==> config.mk <==
export PLATFORM = sky130hd
export DESIGN_NAME = keyword_phrase_gate
export DESIGN_NICKNAME = d
export VERILOG_FILES = /design/src/hw/rtl/kpg_pkg.sv /design/src/hw/rtl/keyword_phrase_gate.sv /design/src/hw/rtl/kpg_cell.sv /design/src/hw/rtl/kpg_match.sv
export SDC_FILE = /design/constraint.sdc
export NUM_CORES = 1
export LEC_CHECK = 0
export ABC_AREA = 1
export BUFFER_PORTS_ARGS = -buffer_cell sky130_fd_sc_hd__buf_2
export CAP_MARGIN = 10
export CORE_ASPECT_RATIO = 0.6
export CORE_MARGIN = 1
export CORE_UTILIZATION = 33
export DETAILED_ROUTE_END_ITERATION = 12
export GPL_TIMING_DRIVEN = 0
export SLEW_MARGIN = 20
export SYNTH_ARGS = -nofsm -noshare
export SYNTH_HDL_FRONTEND = slang
export SYNTH_SLANG_ARGS = --single-unit
==> constraint.sdc <==
create_clock -name i_clk -period 4.4 [get_ports i_clk]
set_clock_uncertainty 0.1 [all_clocks]
set_input_delay 0.88 -clock i_clk [delete_from_list [all_inputs] [get_ports i_clk]]
set_output_delay 0.88 -clock i_clk [all_outputs]
set_load 0.02 [all_outputs]
==> src/hw/rtl/kpg_pkg.sv <==
// Shared types, phrase tables and character helpers for keyword_phrase_gate.
// No dependencies; used by kpg_match and keyword_phrase_gate.
package kpg_pkg;

    localparam int PHRASE_MAX = 17;
    localparam int LEN_W      = 5;
    localparam int REL_COUNT  = 23;
    localparam int DET_COUNT  = 8;

    localparam logic [7:0] CHAR_SPACE = 8'h20;
    localparam logic [7:0] CHAR_UP_A  = 8'h41;
    localparam logic [7:0] CHAR_UP_Z  = 8'h5A;
    localparam logic [7:0] CHAR_LO_A  = 8'h61;
    localparam logic [7:0] CHAR_LO_Z  = 8'h7A;
    localparam logic [7:0] CHAR_D0    = 8'h30;
    localparam logic [7:0] CHAR_D9    = 8'h39;
    localparam logic [7:0] CASE_BIT   = 8'h20;

    // newest character in the lowest byte, zero padded above the phrase
    typedef logic [8*PHRASE_MAX-1:0] t_phrase_text;
    typedef logic [LEN_W-1:0]        t_phrase_len;

    typedef struct packed {
        logic rel;
        logic det;
    } t_hits;

    localparam t_phrase_text REL_TEXT [REL_COUNT] = '{
        t_phrase_text'("what do you see"), t_phrase_text'("can you see"),
        t_phrase_text'("do you see"),      t_phrase_text'("what am i holding"),
        t_phrase_text'("am i holding"),    t_phrase_text'("holding"),
        t_phrase_text'("what is this"),    t_phrase_text'("what is that"),
        t_phrase_text'("look"),            t_phrase_text'("look at"),
        t_phrase_text'("look around"),     t_phrase_text'("around me"),
        t_phrase_text'("in front of me"),  t_phrase_text'("on my desk"),
        t_phrase_text'("on the desk"),     t_phrase_text'("see"),
        t_phrase_text'("camera"),          t_phrase_text'("gesture"),
        t_phrase_text'("hand"),            t_phrase_text'("object"),
        t_phrase_text'("environment"),     t_phrase_text'("room"),
        t_phrase_text'("desk")
    };

    localparam t_phrase_len REL_LEN [REL_COUNT] = '{
        5'd15, 5'd11, 5'd10, 5'd17, 5'd12, 5'd7, 5'd12, 5'd12, 5'd4, 5'd7, 5'd11, 5'd9,
        5'd14, 5'd10, 5'd11, 5'd3, 5'd6, 5'd7, 5'd4, 5'd6, 5'd11, 5'd4, 5'd4
    };

    localparam t_phrase_text DET_TEXT [DET_COUNT] = '{
        t_phrase_text'("which object"),  t_phrase_text'("what objects"),
        t_phrase_text'("list objects"),  t_phrase_text'("what gesture"),
        t_phrase_text'("which gesture"), t_phrase_text'("show raw"),
        t_phrase_text'("details"),       t_phrase_text'("confidence")
    };

    localparam t_phrase_len DET_LEN [DET_COUNT] = '{
        5'd12, 5'd12, 5'd12, 5'd12, 5'd13, 5'd8, 5'd7, 5'd10
    };

    function automatic logic [7:0] fold_case(input logic [7:0] c);
        if (c >= CHAR_UP_A && c <= CHAR_UP_Z) begin
            return c | CASE_BIT;
        end
        return c;
    endfunction

    function automatic logic is_word_char(input logic [7:0] c);
        return (c >= CHAR_LO_A && c <= CHAR_LO_Z) || (c >= CHAR_D0 && c <= CHAR_D9);
    endfunction

endpackage

==> src/hw/rtl/keyword_phrase_gate.sv <==
// Top level of keyword_phrase_gate: normalizer, chain of window cells, phrase matcher.
// Depends on kpg_pkg, kpg_cell and kpg_match.
//
// Usage: stream one text byte per transfer on the slave side. tuser marks a real
// character (0 = no character, e.g. an empty utterance). tlast closes the utterance;
// the three context flags in tdata are only looked at on that transfer.
// Letters fold to lower case, runs of non-alphanumeric bytes (128-255 included) become one space.
// Each character shifts through a chain of WINDOW_LEN cells; the phrase compare runs on
// the shifted window in the same cycle and sets sticky hit flags.
// Throughput: one byte per cycle while the master side is not stalled. The verdict
// appears on the master side in the cycle after the tlast transfer, as a single transfer
// with inject, vision_relevant and needs_details. Non-last bytes give no output.
// Reset clears the window, the hit flags and the output valid flag; the end of every
// utterance does the same for the window and flags. A stalled master side holds the
// verdict; the slave side keeps taking bytes while the output register is empty or
// being drained in the same cycle.
module keyword_phrase_gate #(
    parameter int WINDOW_LEN = 17
) (
    input  logic        i_clk,
    input  logic        i_rst_n,
    input  logic        i_s_tvalid,
    output logic        o_s_tready,
    input  logic [15:0] i_s_tdata,  // [7:0] char_code, [8] has_fresh_snapshot,
                                    // [9] explicit_mode, [10] recent_gesture, [15:11] zero
    input  logic        i_s_tuser,  // [0] char_valid
    input  logic        i_s_tlast,
    output logic        o_m_tvalid,
    input  logic        i_m_tready,
    output logic [7:0]  o_m_tdata   // [0] inject, [1] vision_relevant, [2] needs_details,
                                    // [7:3] zero
);

    logic           acc;
    logic [7:0]     w_char;
    logic           w_word;
    logic           w_shift;
    logic [7:0]     w_shift_char;
    logic [7:0]     w_win  [WINDOW_LEN];
    logic [7:0]     w_cand [WINDOW_LEN];
    kpg_pkg::t_hits w_hits;

    logic r_prev_sep, n_prev_sep;
    logic r_rel, n_rel;
    logic r_det, n_det;
    logic r_m_valid, n_m_valid;
    logic [2:0] r_m_data, n_m_data;
    logic w_rel_now, w_det_now;

    assign o_s_tready = !r_m_valid || i_m_tready;
    assign acc        = i_s_tvalid && o_s_tready;

    assign w_char       = kpg_pkg::fold_case(i_s_tdata[7:0]);
    assign w_word       = kpg_pkg::is_word_char(w_char);
    assign w_shift      = acc && i_s_tuser && (w_word || !r_prev_sep);
    assign w_shift_char = w_word ? w_char : kpg_pkg::CHAR_SPACE;

    assign w_cand[0] = w_shift_char;
    for (genvar g = 1; g < WINDOW_LEN; g++) begin : g_cand
        assign w_cand[g] = w_win[g-1];
    end

    for (genvar g = 0; g < WINDOW_LEN; g++) begin : g_cell
        kpg_cell u_cell (
            .i_clk   (i_clk),
            .i_rst_n (i_rst_n),
            .i_shift (w_shift),
            .i_clr   (acc && i_s_tlast),
            .i_data  (w_cand[g]),
            .o_data  (w_win[g])
        );
    end

    kpg_match #(
        .WINDOW_LEN (WINDOW_LEN)
    ) u_match (
        .i_win  (w_cand),
        .o_hits (w_hits)
    );

    assign w_rel_now = r_rel || (w_shift && w_hits.rel);
    assign w_det_now = r_det || (w_shift && w_hits.det);

    always_comb begin
        n_prev_sep = r_prev_sep;
        n_rel      = r_rel;
        n_det      = r_det;
        n_m_valid  = r_m_valid && !i_m_tready;
        n_m_data   = r_m_data;
        if (acc) begin
            if (i_s_tuser) begin
                if (w_word) begin
                    n_prev_sep = 1'b0;
                end else begin
                    n_prev_sep = 1'b1;
                end
            end
            n_rel = w_rel_now;
            n_det = w_det_now;
            if (i_s_tlast) begin
                n_m_valid   = 1'b1;
                n_m_data[0] = i_s_tdata[8] && (i_s_tdata[9] || i_s_tdata[10] || w_rel_now);
                n_m_data[1] = w_rel_now;
                n_m_data[2] = w_det_now;
                n_prev_sep  = 1'b1;
                n_rel       = 1'b0;
                n_det       = 1'b0;
            end
        end
    end

    always_ff @(posedge i_clk) begin
        if (!i_rst_n) begin
            r_prev_sep <= 1'b1;
            r_rel      <= 1'b0;
            r_det      <= 1'b0;
            r_m_valid  <= 1'b0;
        end else begin
            r_prev_sep <= n_prev_sep;
            r_rel      <= n_rel;
            r_det      <= n_det;
            r_m_valid  <= n_m_valid;
        end
    end

    always_ff @(posedge i_clk) begin
        r_m_data <= n_m_data;
    end

    assign o_m_tvalid = r_m_valid;
    assign o_m_tdata  = {5'b0, r_m_data};

endmodule

==> src/hw/rtl/kpg_cell.sv <==
// One window cell: holds a normalized character, takes its neighbor's on shift, clears on i_clr.
// No dependencies.
module kpg_cell (
    input  logic       i_clk,
    input  logic       i_rst_n,
    input  logic       i_shift,
    input  logic       i_clr,
    input  logic [7:0] i_data,
    output logic [7:0] o_data
);

    logic [7:0] r_data;
    logic [7:0] n_data;

    always_comb begin
        n_data = r_data;
        if (i_clr) begin
            n_data = '0;
        end else if (i_shift) begin
            n_data = i_data;
        end
    end

    always_ff @(posedge i_clk) begin
        if (!i_rst_n) begin
            r_data <= '0;
        end else begin
            r_data <= n_data;
        end
    end

    assign o_data = r_data;

endmodule

==> src/hw/rtl/kpg_match.sv <==
// Compares the candidate window tail against both phrase lists.
// Depends on kpg_pkg for the phrase tables and the hit struct.
module kpg_match #(
    parameter int WINDOW_LEN = 17
) (
    input  logic [7:0]     i_win [WINDOW_LEN],
    output kpg_pkg::t_hits o_hits
);

    logic [kpg_pkg::REL_COUNT-1:0] w_rel;
    logic [kpg_pkg::DET_COUNT-1:0] w_det;

    always_comb begin
        w_rel = '1;
        for (int k = 0; k < kpg_pkg::REL_COUNT; k++) begin
            for (int i = 0; i < kpg_pkg::PHRASE_MAX; i++) begin
                if (kpg_pkg::LEN_W'(i) < kpg_pkg::REL_LEN[k] &&
                    i_win[i] != kpg_pkg::REL_TEXT[k][8*i +: 8]) begin
                    w_rel[k] = 1'b0;
                end
            end
        end
    end

    always_comb begin
        w_det = '1;
        for (int k = 0; k < kpg_pkg::DET_COUNT; k++) begin
            for (int i = 0; i < kpg_pkg::PHRASE_MAX; i++) begin
                if (kpg_pkg::LEN_W'(i) < kpg_pkg::DET_LEN[k] &&
                    i_win[i] != kpg_pkg::DET_TEXT[k][8*i +: 8]) begin
                    w_det[k] = 1'b0;
                end
            end
        end
    end

    assign o_hits.rel = |w_rel;
    assign o_hits.det = |w_det;

endmodule

# --- Yosys cells after proc, flatten, opt, wreduce, memory -nomap -nowiden ---
# Cells that the tools add are included.
totals:
  ff_bits: 135
  inputBits: 22
  wordCells: 396
classes:
  magnitude_cmp: 6
  n_eq_ne: 131
  mux: 210
  bitwise: 1
  n_reduce_logical: 27
ops:
  columns: ["op", "n"]
  rows:
  - ["8-bit by 7-bit != test with 1-bit output (second input constant)", 120]
  - ["1-bit 2-to-1 mux", 207]
  - ["8-bit by 6-bit != test with 1-bit output (second input constant)", 11]
  - ["8-bit 2-to-1 mux", 3]
  - ["23-bit OR reduction", 1]
  - ["8-bit by 7-bit >= comparator with 1-bit output (second input constant)", 2]
  - ["8-bit by 7-bit less-or-equal comparator with 1-bit output (second input constant)", 2]
  - ["1-bit logical AND", 11]
  - ["8-bit by 6-bit >= comparator with 1-bit output (second input constant)", 1]
  - ["8-bit by 6-bit less-or-equal comparator with 1-bit output (second input constant)", 1]
  - ["8-bit OR reduction", 1]
  - ["1-bit logical OR", 7]
  - ["2-bit AND reduction", 2]
  - ["1-bit zero test", 3]
  - ["2-bit nonzero test", 1]
  - ["2-bit OR reduction", 1]
  - ["1-bit inverter", 1]

# --- Logic depth before layout (Yosys ltp) ---
# Gate-level depths: netlist of run 1.
depth:
  depth_word: 31
  ltp_mapped: 19
  mapped_depth_nobuf: 19

# --- Hierarchy ---
# A second synthesis of run 1 with hierarchy kept.
hier_totals:
  hier_cells: 1287
  hier_area_um2: 7648.6
by_module_without_submodules:
  columns: ["module", "instances", "cells_each", "area_per_inst_um2", "seq_area_each_um2"]
  rows:
  - ["kpg_cell", 16, 36, 282.8, 160.2]
  - ["kpg_match", 1, 638, 2620.0, 0.0]
  - ["keyword_phrase_gate", 1, 73, 504.2, 170.2]

# --- Least setup slack after synthesis of run 1 ---
# Ideal clock, no wire load.
synth_timing:
  path_type: "in2reg"
  startpoint: "input i_s_tdata[3]"
  endpoint: "register r_m_data[0], data pin"
  setup_time_ns: 0.249
  arrival_time_ns: 2.127
  setup_slack_ns: 1.924
  stages: 17
  cell_sequence: "buf_4 -> nor2_2 -> nand2_1 -> nand2_2 -> a21oi_4 -> nand2_2 -> nor2_4 -> nand3_1 -> nand2_1 -> nor2_1 -> nand2_1 -> nor2_1 -> nand2_1 -> nand2_2 -> nand3_1 -> nand2_1 -> inv_1"
synth_between:
  elab_chain_cells: 31
synth_rtl:
  columns: ["item", "line", "text"]
  rows:
  - ["start, declared", "keyword_phrase_gate.sv:24", "input logic [15:0] i_s_tdata,"]
  - ["8-bit by 7-bit >= comparator with 1-bit output or 8-bit by 7-bit less-or-equal comparator with 1-bit output (tied branches)", "kpg_pkg.sv:60", "if (c >= CHAR_UP_A && c <= CHAR_UP_Z) begin"]
  - ["1-bit logical AND", "kpg_pkg.sv:60", null]
  - ["1-bit 2-to-1 mux", "kpg_pkg.sv:60", null]
  - ["8-bit 2-to-1 mux *", "kpg_pkg.sv:63", "return c;"]
  - ["8-bit by 7-bit >= comparator with 1-bit output (tied with other cells)", "kpg_pkg.sv:67", "return (c >= CHAR_LO_A && c <= CHAR_LO_Z) || (c >= CHAR_D0 && c <= CHAR_D9);"]
  - ["1-bit logical AND", "kpg_pkg.sv:67", null]
  - ["1-bit logical OR", "kpg_pkg.sv:67", null]
  - ["8-bit 2-to-1 mux", "keyword_phrase_gate.sv:56", "assign w_shift_char = w_word ? w_char : kpg_pkg::CHAR_SPACE;"]
  - ["8-bit by 7-bit != test with 1-bit output", "kpg_match.sv:18", "i_win[i] != kpg_pkg::REL_TEXT[k][8*i +: 8]) begin"]
  - ["1-bit 2-to-1 mux (17 in series)", "kpg_match.sv:17", "if (kpg_pkg::LEN_W'(i) < kpg_pkg::REL_LEN[k] &&"]
  - ["23-bit OR reduction", "kpg_match.sv:37", "assign o_hits.rel = |w_rel;"]
  - ["1-bit logical AND *", "keyword_phrase_gate.sv:81", "assign w_rel_now = r_rel || (w_shift && w_hits.rel);"]
  - ["1-bit logical OR *", "keyword_phrase_gate.sv:81", null]
  - ["1-bit logical OR *", "keyword_phrase_gate.sv:102", "n_m_data[0] = i_s_tdata[8] && (i_s_tdata[9] || i_s_tdata[10] || w_rel_now);"]
  - ["1-bit logical AND *", "keyword_phrase_gate.sv:102", null]
  - ["end signal, assigned", "keyword_phrase_gate.sv:127", "r_m_data <= n_m_data;"]
  - ["end, declared", "keyword_phrase_gate.sv:47", "logic [2:0] r_m_data, n_m_data;"]
# Every way passes the cells marked *; elsewhere a longest branch is shown, timed or not. The select of a mux whose other input is x is not followed.
# A chain may end at the register's enable or synchronous reset.

# --- Worst setup path after layout of run 1 ---
layout_timing:
  startpoint: "register g_cell[1].u_cell.r_data[7]"
  endpoint: "register r_m_data[2], data pin"
layout_between:
  elab_chain_cells: 15
layout_rtl:
  columns: ["item", "line", "text"]
  rows:
  - ["start, declared", "kpg_cell.sv:12", "logic [7:0] r_data;"]
  - ["start signal, assigned", "kpg_cell.sv:28", "r_data <= n_data;"]
  - ["8-bit by 7-bit != test with 1-bit output", "kpg_match.sv:30", "i_win[i] != kpg_pkg::DET_TEXT[k][8*i +: 8]) begin"]
  - ["1-bit 2-to-1 mux (11 in series)", "kpg_match.sv:29", "if (kpg_pkg::LEN_W'(i) < kpg_pkg::DET_LEN[k] &&"]
  - ["8-bit OR reduction *", "kpg_match.sv:38", "assign o_hits.det = |w_det;"]
  - ["1-bit logical AND *", "keyword_phrase_gate.sv:82", "assign w_det_now = r_det || (w_shift && w_hits.det);"]
  - ["1-bit logical OR *", "keyword_phrase_gate.sv:82", null]
  - ["via w_det_now", "keyword_phrase_gate.sv:48", "logic w_rel_now, w_det_now;"]
# Mark *: on every way through the listed nets, which the timed path passes. The rest lies on a longest branch.

==> results of run 1 <==
==> logic make-up after synthesis <==
family          after synthesis
flops                       111
mux                           1
simple gates                523
compound gates              201
buf+inv                     178
other cells                   1
==> Yosys cell counts, types with 2 or more instances <==
library cell and count:
a21oi_1 101, a21oi_4 2, buf_2 22, buf_4 8, clkbuf_1 14, dfxtp_1 108, edfxtp_1 3, inv_1 131
inv_2 2, nand2_1 198, nand2_2 5, nand3_1 55, nand3b_1 7, nand4_1 30, nor2_1 180, nor2_2 5
nor3_1 29, nor4_1 8, o21ai_0 96
==> state kept, by name, summed over array words and instances (netlist names) <==
signal and flops:
r_prev_sep 1, o_m_tvalid 1, g_cell.u_cell.o_data 104, r_m_data 3, r_rel 1, r_det 1
==> metrics by stage <==
step / std cells / setup WS, ns / total power, mW / area, um2
finish: 1295 / 1.28 / 2.15 / 7000
global route: 1295 / 1.19 / 2.22 / 7000
CTS: 1295 / 1.46 / 2.15 / 7000
detailed placement: 1279 / 1.08 / 1.29 / 6680
global placement: 1279 / 1.10 / 1.29 / 6680
floorplan: 1019 / 1.92 / 1.21 / 6280
==> power by group through the flow <==
stage	clock, mW	sequential (mW)	combinational, mW
3_3_place_gp	0	1.09	0.198
3_5_place_dp	0	1.09	0.199
6_report	0.876	1.07	0.204
5_1_grt	0.923	1.07	0.227
2_1_floorplan	0	1.08	0.131
4_1_cts	0.883	1.07	0.199
==> per-layer routing <==
metal,vias to the layer above,track usage (%)
met4,0,4.13
met5,-,0
met3,16,11.3
met2,329,29.7
met1,3164,40.1
li1,3341,-
==> area by class of cell <==
cell class,count,share of cell area (%)
plain buffers,45,3.24
clock buffers,10,3.58
clock inverters,6,0.930
inverters,133,7.13
multi-input cells,730,47.2
flip-flops and latches,111,32.2
well taps,240,4.29
repair buffers,20,1.43
==> cell usage in the layout (no fill, tap or decap), types with 2 or more instances in the layout <==
cell,netlist,layout
nand2_1,198,198
nor2_1,180,180
inv_1,131,131
dfxtp_1,108,108
a21oi_1,101,101
o21ai_0,96,96
nand3_1,55,55
buf_2,22,42
nand4_1,30,30
nor3_1,29,29
clkbuf_1,14,14
clkbuf_16,0,10
buf_4,8,8
nor4_1,8,8
nand3b_1,7,7
nor2_2,5,5
nand2_2,5,5
conb_1,1,5
edfxtp_1,3,3
a21oi_4,2,2
inv_2,2,2
inv_6,0,2
inv_8,0,2
==> worst max-delay path, stage by stage, from the launching register on <==
cell      delay (ns)
dfxtp_1         0.33
inv_1           0.10
nand2_1         0.06
nor2_1          0.54
nand2_1         0.12
nor2_1          0.17
nand4_1         0.15
nor2_1          0.34
nand3b_1        0.14
a21oi_1         0.41
nor2_1          0.10
nand2_1         0.28
nand2_2         0.10
nand2_1         0.07
==> path summary, 6_finish.rpt <==
kind	startpoint	endpoint	slack, ns
setup reg to reg	g_cell[1].u_cell.o_data[7]	r_m_data[2]	1.28
hold reg to reg	g_cell[12].u_cell.o_data[1]	g_cell[12].u_cell.o_data[1]	0.35
setup / recovery	g_cell[1].u_cell.o_data[7]	r_m_data[2]	1.28
hold / removal	g_cell[12].u_cell.o_data[1]	g_cell[12].u_cell.o_data[1]	0.35
==> results.py, run 1 <==
metrics = {
    "status": {
        "status": "finished, violations left",
        "violations": "DRC",
    },
    "layout": {
        "nets": 1072,
        "final_util_pct": 38.2,
        "fill_cells": 2011,
        "regArea_um2": 2250,
        "final_layout_size_suffix_gt1_share_pct": 7.96,
        "multi_input_area_um2": 3300,
        "area_growth_pct": 11.7,
        "diodes": 0,
    },
    "critical_path": {
        "cp_max_fo": 4,
        "start_kind": "flop",
        "crit_type": "reg2reg",
        "reg2reg_depth": 13,
        "worstPathRequired_ns": 4.54,
        "arrival_ns": 3.26,
        "crit_path_end_kind": "flop",
    },
    "pwr": {
        "p_leak_nw": 2.66,
        "p_int_mw": 1.53,
        "seq_power_share_pct": 49.7,
        "power.density_nw_per_um2": 307,
        "switching_share_pct": 28.7,
        "ir_worst_vdd_uv": 188,
        "power_frac_clock_pct": 40.8,
        "power_switching_mw": 0.616,
        "power_frac_comb_pct": 9.5,
    },
    "clock_tree": {
        "cts_tree": "built",
        "htreeDepth": 3,
        "cts.sinks": 111,
        "path_clk_slew_ns": 0.08,
        "post_cts_buffers": 0,
        "clock_path_buffers": 2,
        "post_cts_resized": 0,
        "cts_root_buf": "clkbuf_16",
        "postCtsHoldBufs": 0,
        "insertion_delay_ns": 0.36,
        "numCtsBuffers": 9,
    },
    "synthesis": {
        "netlist_instances": 1015,
        "synth_area_leader_cell": "dfxtp_1",
        "syn_area_um2": 6270,
        "synth_seq_cells": 111,
        "synth_top_family_by_area": "simple AND/OR/NAND/NOR gates",
        "synthXorXnorAreaFrac_pct": 0,
        "synthMuxAreaShare_pct": 0.160,
        "yosys.area_share.adder_pct": 0,
        "synth_flop_cell": "dfxtp_1",
        "yosys.area_share.simple_pct": 35.8,
        "synth_cell_types": 30,
        "synth_area_leaders": "dfxtp_1, nand2_1, nor2_1",
        "async_flop_share_pct": 0,
        "synth_compound_area_share_pct": 16.5,
        "yosysWarnings": 0,
        "yosysTopAreaCellShare_pct": 34.5,
        "synth_edf_count": 3,
        "syn_avg_cell_area_um2": 6.17,
        "synth-seq-area-share_pct": 35.9,
    },
    "die": {
        "initial_utilization_pct": 34.2,
        "dieArea_um2": 19600,
        "rows": 38,
        "io_pins": 32,
        "coreArea_um2": 18300,
        "die_h_um": 109,
        "die_x_um": 180,
    },
    "detailed_routing": {
        "dr.pass1.iters": 11,
        "wl_met2_mm": 7.96,
        "ant_nets": 0,
        "drtIter0Drc": 877,
        "route.detailed.drc": 1,
        "wl_met1_mm": 12.6,
        "top_layer": "met4",
        "wl_mm": 24.2,
        "vias": 6850,
        "wl_per_cell_um": 18.7,
        "via_per_inst": 5.29,
        "wl_met3_mm": 3.48,
    },
    "grt": {
        "grt_use_total_pct": 25.4,
        "overflow": 0,
        "grt_max_degree": 22,
        "grt_pass1_wl_mm": 36.8,
        "grt_pass1_vias": 6090,
        "antenna_found_initial": 0,
    },
    "placement": {
        "io_buffer_count": 20,
        "place_congestion": 1.06,
        "dp_hpwl_mm": 19.7,
    },
    "worst_hold_path": {
        "worstHoldPathType": "reg2reg",
        "holdPathStages": 2,
    },
    "timing": {
        "period_needed_ns": 3.12,
        "timing.final.crit_share_pct": 70.9,
        "relSlewSlack_pct": 39.2,
        "finalHoldViolations": 0,
        "rsz0062_at_grt": "false",
        "fin_tns_setup_ns": 0,
        "slew_violations": 0,
        "hold_slack_ns": 0.355,
        "worstMarginPinSlew_ns": 0.904,
        "max_freq_mhz": 321,
        "setup_viol": 0,
    },
    "run": {
        "cap_violations": 0,
    },
}
Note: power is estimated with default switching activity, not from simulation.
==> run 2, diff against run 1 <==
Settings changed: ABC_AREA 1 to 0.
Clock period 4.4 ns to 3.2 ns, I/O delays scaled along.
==> run 2 against run 1 <==
  * The flow now finishes without violations
  * Critical endpoint is now r_m_data[0]
  * Sequential share of layout area is 2.1 points higher
  * Global-route usage is 2.1 points lower
  * Fmax is 0.26% higher
  * Utilization hardly changed
  * Final cell count is 19% lower
  * Largest power group unchanged
  * Die area is 6.8% lower
  * Via count is 13% lower
  * Synthesized cell count is 24% lower
==> results.py, run 2 <==
metrics = {
    "detailed_routing": {
        "top_layer": "met4",
        "dr.pass1.iters": 5,
        "wl_per_cell_um": 19.9,
        "wl_met3_mm": 2.39,
        "wl_mm": 20.9,
        "via_per_inst": 5.68,
        "drtIter0Drc": 691,
        "vias": 5949,
        "route.detailed.drc": 0,
        "wl_met1_mm": 11.0,
        "wl_met2_mm": 7.29,
        "ant_nets": 0,
    },
    "synthesis": {
        "synth_seq_cells": 111,
        "synth_cell_types": 63,
        "syn_avg_cell_area_um2": 7.54,
        "async_flop_share_pct": 0,
        "yosysMostFrequentCell": "nand2_1",
        "netlist_top_cells_count": "nand2_1, dfxtp_1, a21oi_1, clkbuf_1, nor2_1",
        "synth_flop_cell": "dfxtp_1",
        "yosysTopAreaCellShare_pct": 37.1,
        "netlist_instances": 774,
        "yosysWarnings": 0,
        "synth_area_leader_cell": "dfxtp_1",
        "synth_edf_count": 3,
        "syn_area_um2": 5830,
        "synth_area_leaders": "dfxtp_1, nand2_1, a21oi_1",
        "synth-seq-area-share_pct": 38.6,
    },
    "layout": {
        "final_layout_size_suffix_gt1_share_pct": 9.34,
        "nets": 831,
        "area_growth_pct": 12.8,
        "mostFrequentLayoutCell": "nand2_1",
        "diodes": 0,
        "final_util_pct": 38.2,
        "layout_common_cells": "nand2_1, dfxtp_1, a21oi_1, clkbuf_1, nor2_1",
        "largest_reg_flops": 104,
    },
    "status": {
        "status": "finished, final reports clean",
    },
    "critical_path": {
        "reg2reg_from": "g_cell[5].u_cell.o_data[1]",
        "start_kind": "flop",
        "arrival_ns": 3.23,
        "cp_max_fo": 10,
        "crit_type": "reg2reg",
        "worstPathRequired_ns": 3.32,
        "crit_path_end_kind": "flop",
        "critPathLaunch": "g_cell[5].u_cell.o_data[1]",
    },
    "clock_tree": {
        "cts.sinks": 111,
        "cts_tree": "built",
        "insertion_delay_ns": 0.36,
        "numCtsBuffers": 9,
        "htreeDepth": 3,
        "path_clk_slew_ns": 0.07,
        "cts_root_buf": "clkbuf_16",
        "postCtsHoldBufs": 0,
        "clock_path_buffers": 2,
    },
    "timing": {
        "worstMarginPinSlew_ns": 0.835,
        "finalHoldViolations": 0,
        "max_freq_mhz": 321,
        "period_needed_ns": 3.11,
        "rsz0062_at_grt": "false",
        "slew_violations": 0,
        "relSlewSlack_pct": 42.9,
        "setup_viol": 0,
        "timing.final.crit_share_pct": 97.2,
    },
    "grt": {
        "grt_pass1_wl_mm": 32.2,
        "grt_max_degree": 18,
        "antenna_found_initial": 1,
        "overflow": 0,
        "grt_use_total_pct": 23.3,
        "grt_pass1_vias": 5348,
    },
    "die": {
        "rows": 37,
        "io_pins": 32,
        "die_h_um": 105,
        "die_x_um": 174,
        "coreArea_um2": 17200,
        "dieArea_um2": 18200,
        "initial_utilization_pct": 33.9,
    },
    "pwr": {
        "ir_worst_vdd_uv": 276,
        "p_leak_nw": 1.90,
        "power.density_nw_per_um2": 407,
        "finalPower_mw": 2.68,
    },
    "worst_hold_path": {
        "worstHoldPathType": "reg2reg",
        "min_from": "r_det",
    },
    "placement": {
        "io_buffer_count": 21,
        "dp_hpwl_mm": 15.8,
        "place_congestion": 0.983,
    },
    "run": {
        "cap_violations": 0,
    },
}
## run 2: cell types whose count changed after synthesis, moves of 13 or more
cell,previous run,this run
nor2_1,180,29
inv_1,131,3
o21ai_0,96,2
clkbuf_1,14,54
nand3_1,55,21
nand2_1,198,223
buf_2,22,1
nor4_1,8,26
nand4b_1,0,15
nor4b_1,0,14
nor3_1,29,16
## run 2: layout make-up
type	instances	area, um2
timing repair buffer	21	105
inverter	3	11.3
tap	234	293
clock buffer	13	282
fill	1810	10600
multi-input combinational	601	3330
sequential	111	2250
clock inverter	3	21.3
buffer	62	283
## run 2: per-layer routing
layer	track usage, %	vias to the layer above
met5	0	-
met4	5.33	0
met3	6.26	18
met2	27.5	303
met1	38.9	2792
li1	-	2836
## run 2: timing repair
action | 4_1_cts | 5_1_grt
setup buffers | 0 | 0
resized for setup | 2 | 10
endpoints found under the setup margin | 14 | 59
## run 2: cell families (layout without fill, tap and decap cells)
family / Yosys count / after routing / synth area share [%]
simple gates: 467 / 467 / 43.4
buf+inv: 66 / 102 / 5.02
compound gates: 129 / 129 / 12.9
other cells: 1 / 5 / 0.0643
flops: 111 / 111 / 38.6
## run 2: final timing paths
path         slack (ns)           to  cells past startpoint
max                0.09  r_m_data[0]                      8
min                0.36        r_det                      2
max reg2reg        0.09  r_m_data[0]                      8
min reg2reg        0.36        r_det                      2
## run 2: worst max-delay path, stage by stage, from the launching register on
cell      delay, ns
dfxtp_1        0.30
clkbuf_1       0.31
or4b_2         0.70
nor4_1         0.44
nand4_1        0.18
o31ai_1        0.42
a221o_1        0.25
o41ai_2        0.11
a21boi_1       0.15
## run 2: through the flow
stage / setup TNS, ns / cells / area (um2) / setup slack [ns] / hold slack [ns]
6_report: 0 / 1048 / 6580 / 0.0893 / 0.355
3_5_place_dp: -29.69 / 1033 / 6250 / -0.540 / 0.343
3_3_place_gp: -26.30 / 1033 / 6250 / -0.512 / 0.338
5_1_grt: 0 / 1048 / 6580 / 0.0292 / 0.371
4_1_cts: 0 / 1048 / 6550 / 0.0342 / 0.359
2_1_floorplan: 0 / 778 / 5850 / 0.457 / 0.329
## run 2: power by group
part	leakage [nW]	total, mW	internal [mW]	switching, mW
Sequential	0.899	1.39	1.39	0.00280
Clock	0.147	1.14	0.621	0.518
Combinational	0.853	0.144	0.0367	0.107
==> run 3, diff against run 2 <==
Clock period 3.2 ns to 3.9 ns, I/O delays scaled along.
==> run 3 against run 2 <==
  * First-iteration DRC count shrank 3.8%
  * Non-clock buffer count grew 1
  * Via count rose by 0.34%
  * Hold slack about the same
  * Critical path depth increased by 1
  * Wire length decreased by 0.22%
  * Sequential power decreased by 18%
  * Combinational power shrank 19%
  * Final cell count about the same
  * Setup slack gained 0.15 ns
  * Power decreased by 18%
  * Global-route usage hardly changed
  * Critical endpoint is now g_cell[8].u_cell.o_data[7]
  * Largest cell class unchanged
==> results.py, run 3 (synthesis gave the netlist of run 2 again) <==
metrics = {
    "status": {
        "status": "finished, final reports clean",
    },
    "timing": {
        "relSlewSlack_pct": 35.3,
        "rsz0062_at_grt": "false",
        "period_needed_ns": 3.66,
        "worstMarginPinSlew_ns": 0.958,
        "slew_violations": 0,
        "timing.final.crit_share_pct": 93.8,
        "fin_tns_setup_ns": 0,
        "max_freq_mhz": 273,
        "setup_viol": 0,
        "hold_slack_ns": 0.355,
        "finalHoldViolations": 0,
    },
    "critical_path": {
        "cp_max_fo": 10,
        "reg2reg_to": "r_m_data[0]",
        "endpoint": "g_cell[8].u_cell.o_data[7]",
        "reg2reg_slack_ns": 0.57,
        "reg2reg_from": "g_cell[0].u_cell.o_data[2]",
        "reg2reg_depth": 8,
        "cp_slowest_cell": "clkbuf_1",
        "worstPathRequired_ns": 4.09,
        "crit_chain": "buf_2, clkbuf_1, a21oi_1, o221ai_1, a21oi_1, clkbuf_1, clkbuf_1, nand2_1, a21oi_1",
        "crit_type": "in2reg",
        "start_kind": "primary input",
        "crit_path_end_kind": "flop",
        "arrival_ns": 3.85,
        "cpPeakStageDelay_ns": 0.63,
        "critPathLaunch": "i_s_tdata[2]",
    },
    "pwr": {
        "p_leak_nw": 1.87,
        "power.density_nw_per_um2": 335,
        "switching_share_pct": 23.5,
        "power_frac_comb_pct": 5.3,
        "p_int_mw": 1.68,
        "power_frac_clock_pct": 42.6,
        "power_switching_mw": 0.515,
        "ir_worst_vdd_uv": 226,
        "seq_power_share_pct": 52.1,
    },
    "detailed_routing": {
        "drtIter0Drc": 665,
        "dr.pass1.iters": 5,
        "wl_mm": 20.9,
        "vias": 5969,
        "ant_nets": 0,
        "wl_per_cell_um": 19.9,
        "route.detailed.drc": 0,
        "via_per_inst": 5.69,
    },
    "clock_tree": {
        "htreeDepth": 3,
        "clock_path_buffers": 2,
        "cts.sinks": 111,
        "cts_root_buf": "clkbuf_16",
        "postCtsHoldBufs": 0,
        "insertion_delay_ns": 0.36,
        "path_clk_slew_ns": 0.07,
        "numCtsBuffers": 9,
        "post_cts_resized": 0,
        "post_cts_buffers": 0,
        "cts_tree": "built",
    },
    "layout": {
        "mostFrequentLayoutCell": "nand2_1",
        "nets": 832,
        "largest_reg_flops": 104,
        "layout_common_cells": "nand2_1, dfxtp_1, a21oi_1, clkbuf_1, nor2_1",
        "diodes": 0,
        "area_growth_pct": 12.4,
        "final_layout_size_suffix_gt1_share_pct": 8.34,
    },
    "die": {
        "initial_utilization_pct": 33.9,
        "coreArea_um2": 17200,
        "rows": 37,
        "dieArea_um2": 18200,
        "io_pins": 32,
        "die_x_um": 174,
        "die_h_um": 105,
    },
    "grt": {
        "grt_max_degree": 18,
        "grt_pass1_vias": 5361,
        "overflow": 0,
        "grt_use_total_pct": 23.3,
        "grt_pass1_wl_mm": 32.2,
        "antenna_found_initial": 1,
    },
    "placement": {
        "io_buffer_count": 21,
        "dp_hpwl_mm": 15.8,
        "place_congestion": 0.983,
    },
    "worst_hold_path": {
        "worstHoldPathType": "reg2reg",
    },
    "run": {
        "cap_violations": 0,
    },
}
[run 3: changes by cell type in the layout (fill, tap and decap cells not counted), sizes merged]
cell / previous run / this run
clkbuf: 67 / 68
[run 3: how the worst min path moves through the flow]
| stage | depth (start not counted) | slack [ns] | start | endpoint |
|---|---|---|---|---|
| after global placement | 2 | 0.34 | r_det | r_det |
| final | 2 | 0.36 | r_det | r_det |
| after floorplan | 2 | 0.33 | r_det | r_det |
| after global routing | 2 | 0.37 | g_cell[12].u_cell.o_data[7] | g_cell[12].u_cell.o_data[7] |
| after CTS | 2 | 0.36 | r_det | r_det |
| after detailed placement | 2 | 0.34 | r_det | r_det |
[run 3: per-stage QoR]
step / cell area (um2) / std cells / setup WS, ns / power [mW] / utilization (%)
floorplan: 5850 / 778 / 1.02 / 1.24 / -
global placement: 6250 / 1033 / 0.0483 / 1.28 / 36.3
detailed placement: 6250 / 1033 / 0.0204 / 1.28 / 36.3
CTS: 6550 / 1049 / 0.399 / 2.21 / 38.0
global route: 6560 / 1049 / 0.0530 / 2.27 / 38.1
finish: 6560 / 1049 / 0.243 / 2.19 / 38.1
[run 3: power groups by stage]
stage          Sequential [mW]  Combinational, mW  Clock (mW)
2_1_floorplan             1.17             0.0691           0
3_3_place_gp              1.17              0.115           0
3_5_place_dp              1.17              0.114           0
4_1_cts                   1.14              0.115       0.954
5_1_grt                   1.14              0.127        1.00
6_report                  1.14              0.117       0.935
[run 3: worst max-delay path: cells and delay by family]
| kind | cells | cell delay, ns |
|---|---|---|
| buffers and inverters | 4 | 1.56 |
| AOI/OAI and AO/OA | 4 | 1.36 |
| and+or+nand+nor | 1 | 0.13 |
[run 3: cell type report]
cell class	count	area, um2
sequential	111	2250
clock inverter	3	21.3
fill	1812	10700
inverter	3	11.3
multi-input combinational	601	3310
clock buffer	13	282
buffer	63	282
tap	234	293
timing repair buffer	21	105
[run 3: metal layers]
metal  routed length, um  share of wire (%)  GRT usage (%)  up-vias
met5                   0                  0              0        -
met4                 236                1.1           5.33        0
met3                2260                 11           6.22       27
met2                7250                 35           27.5      304
met1               11100                 53           38.9     2797
li1                    -                  -              -     2841
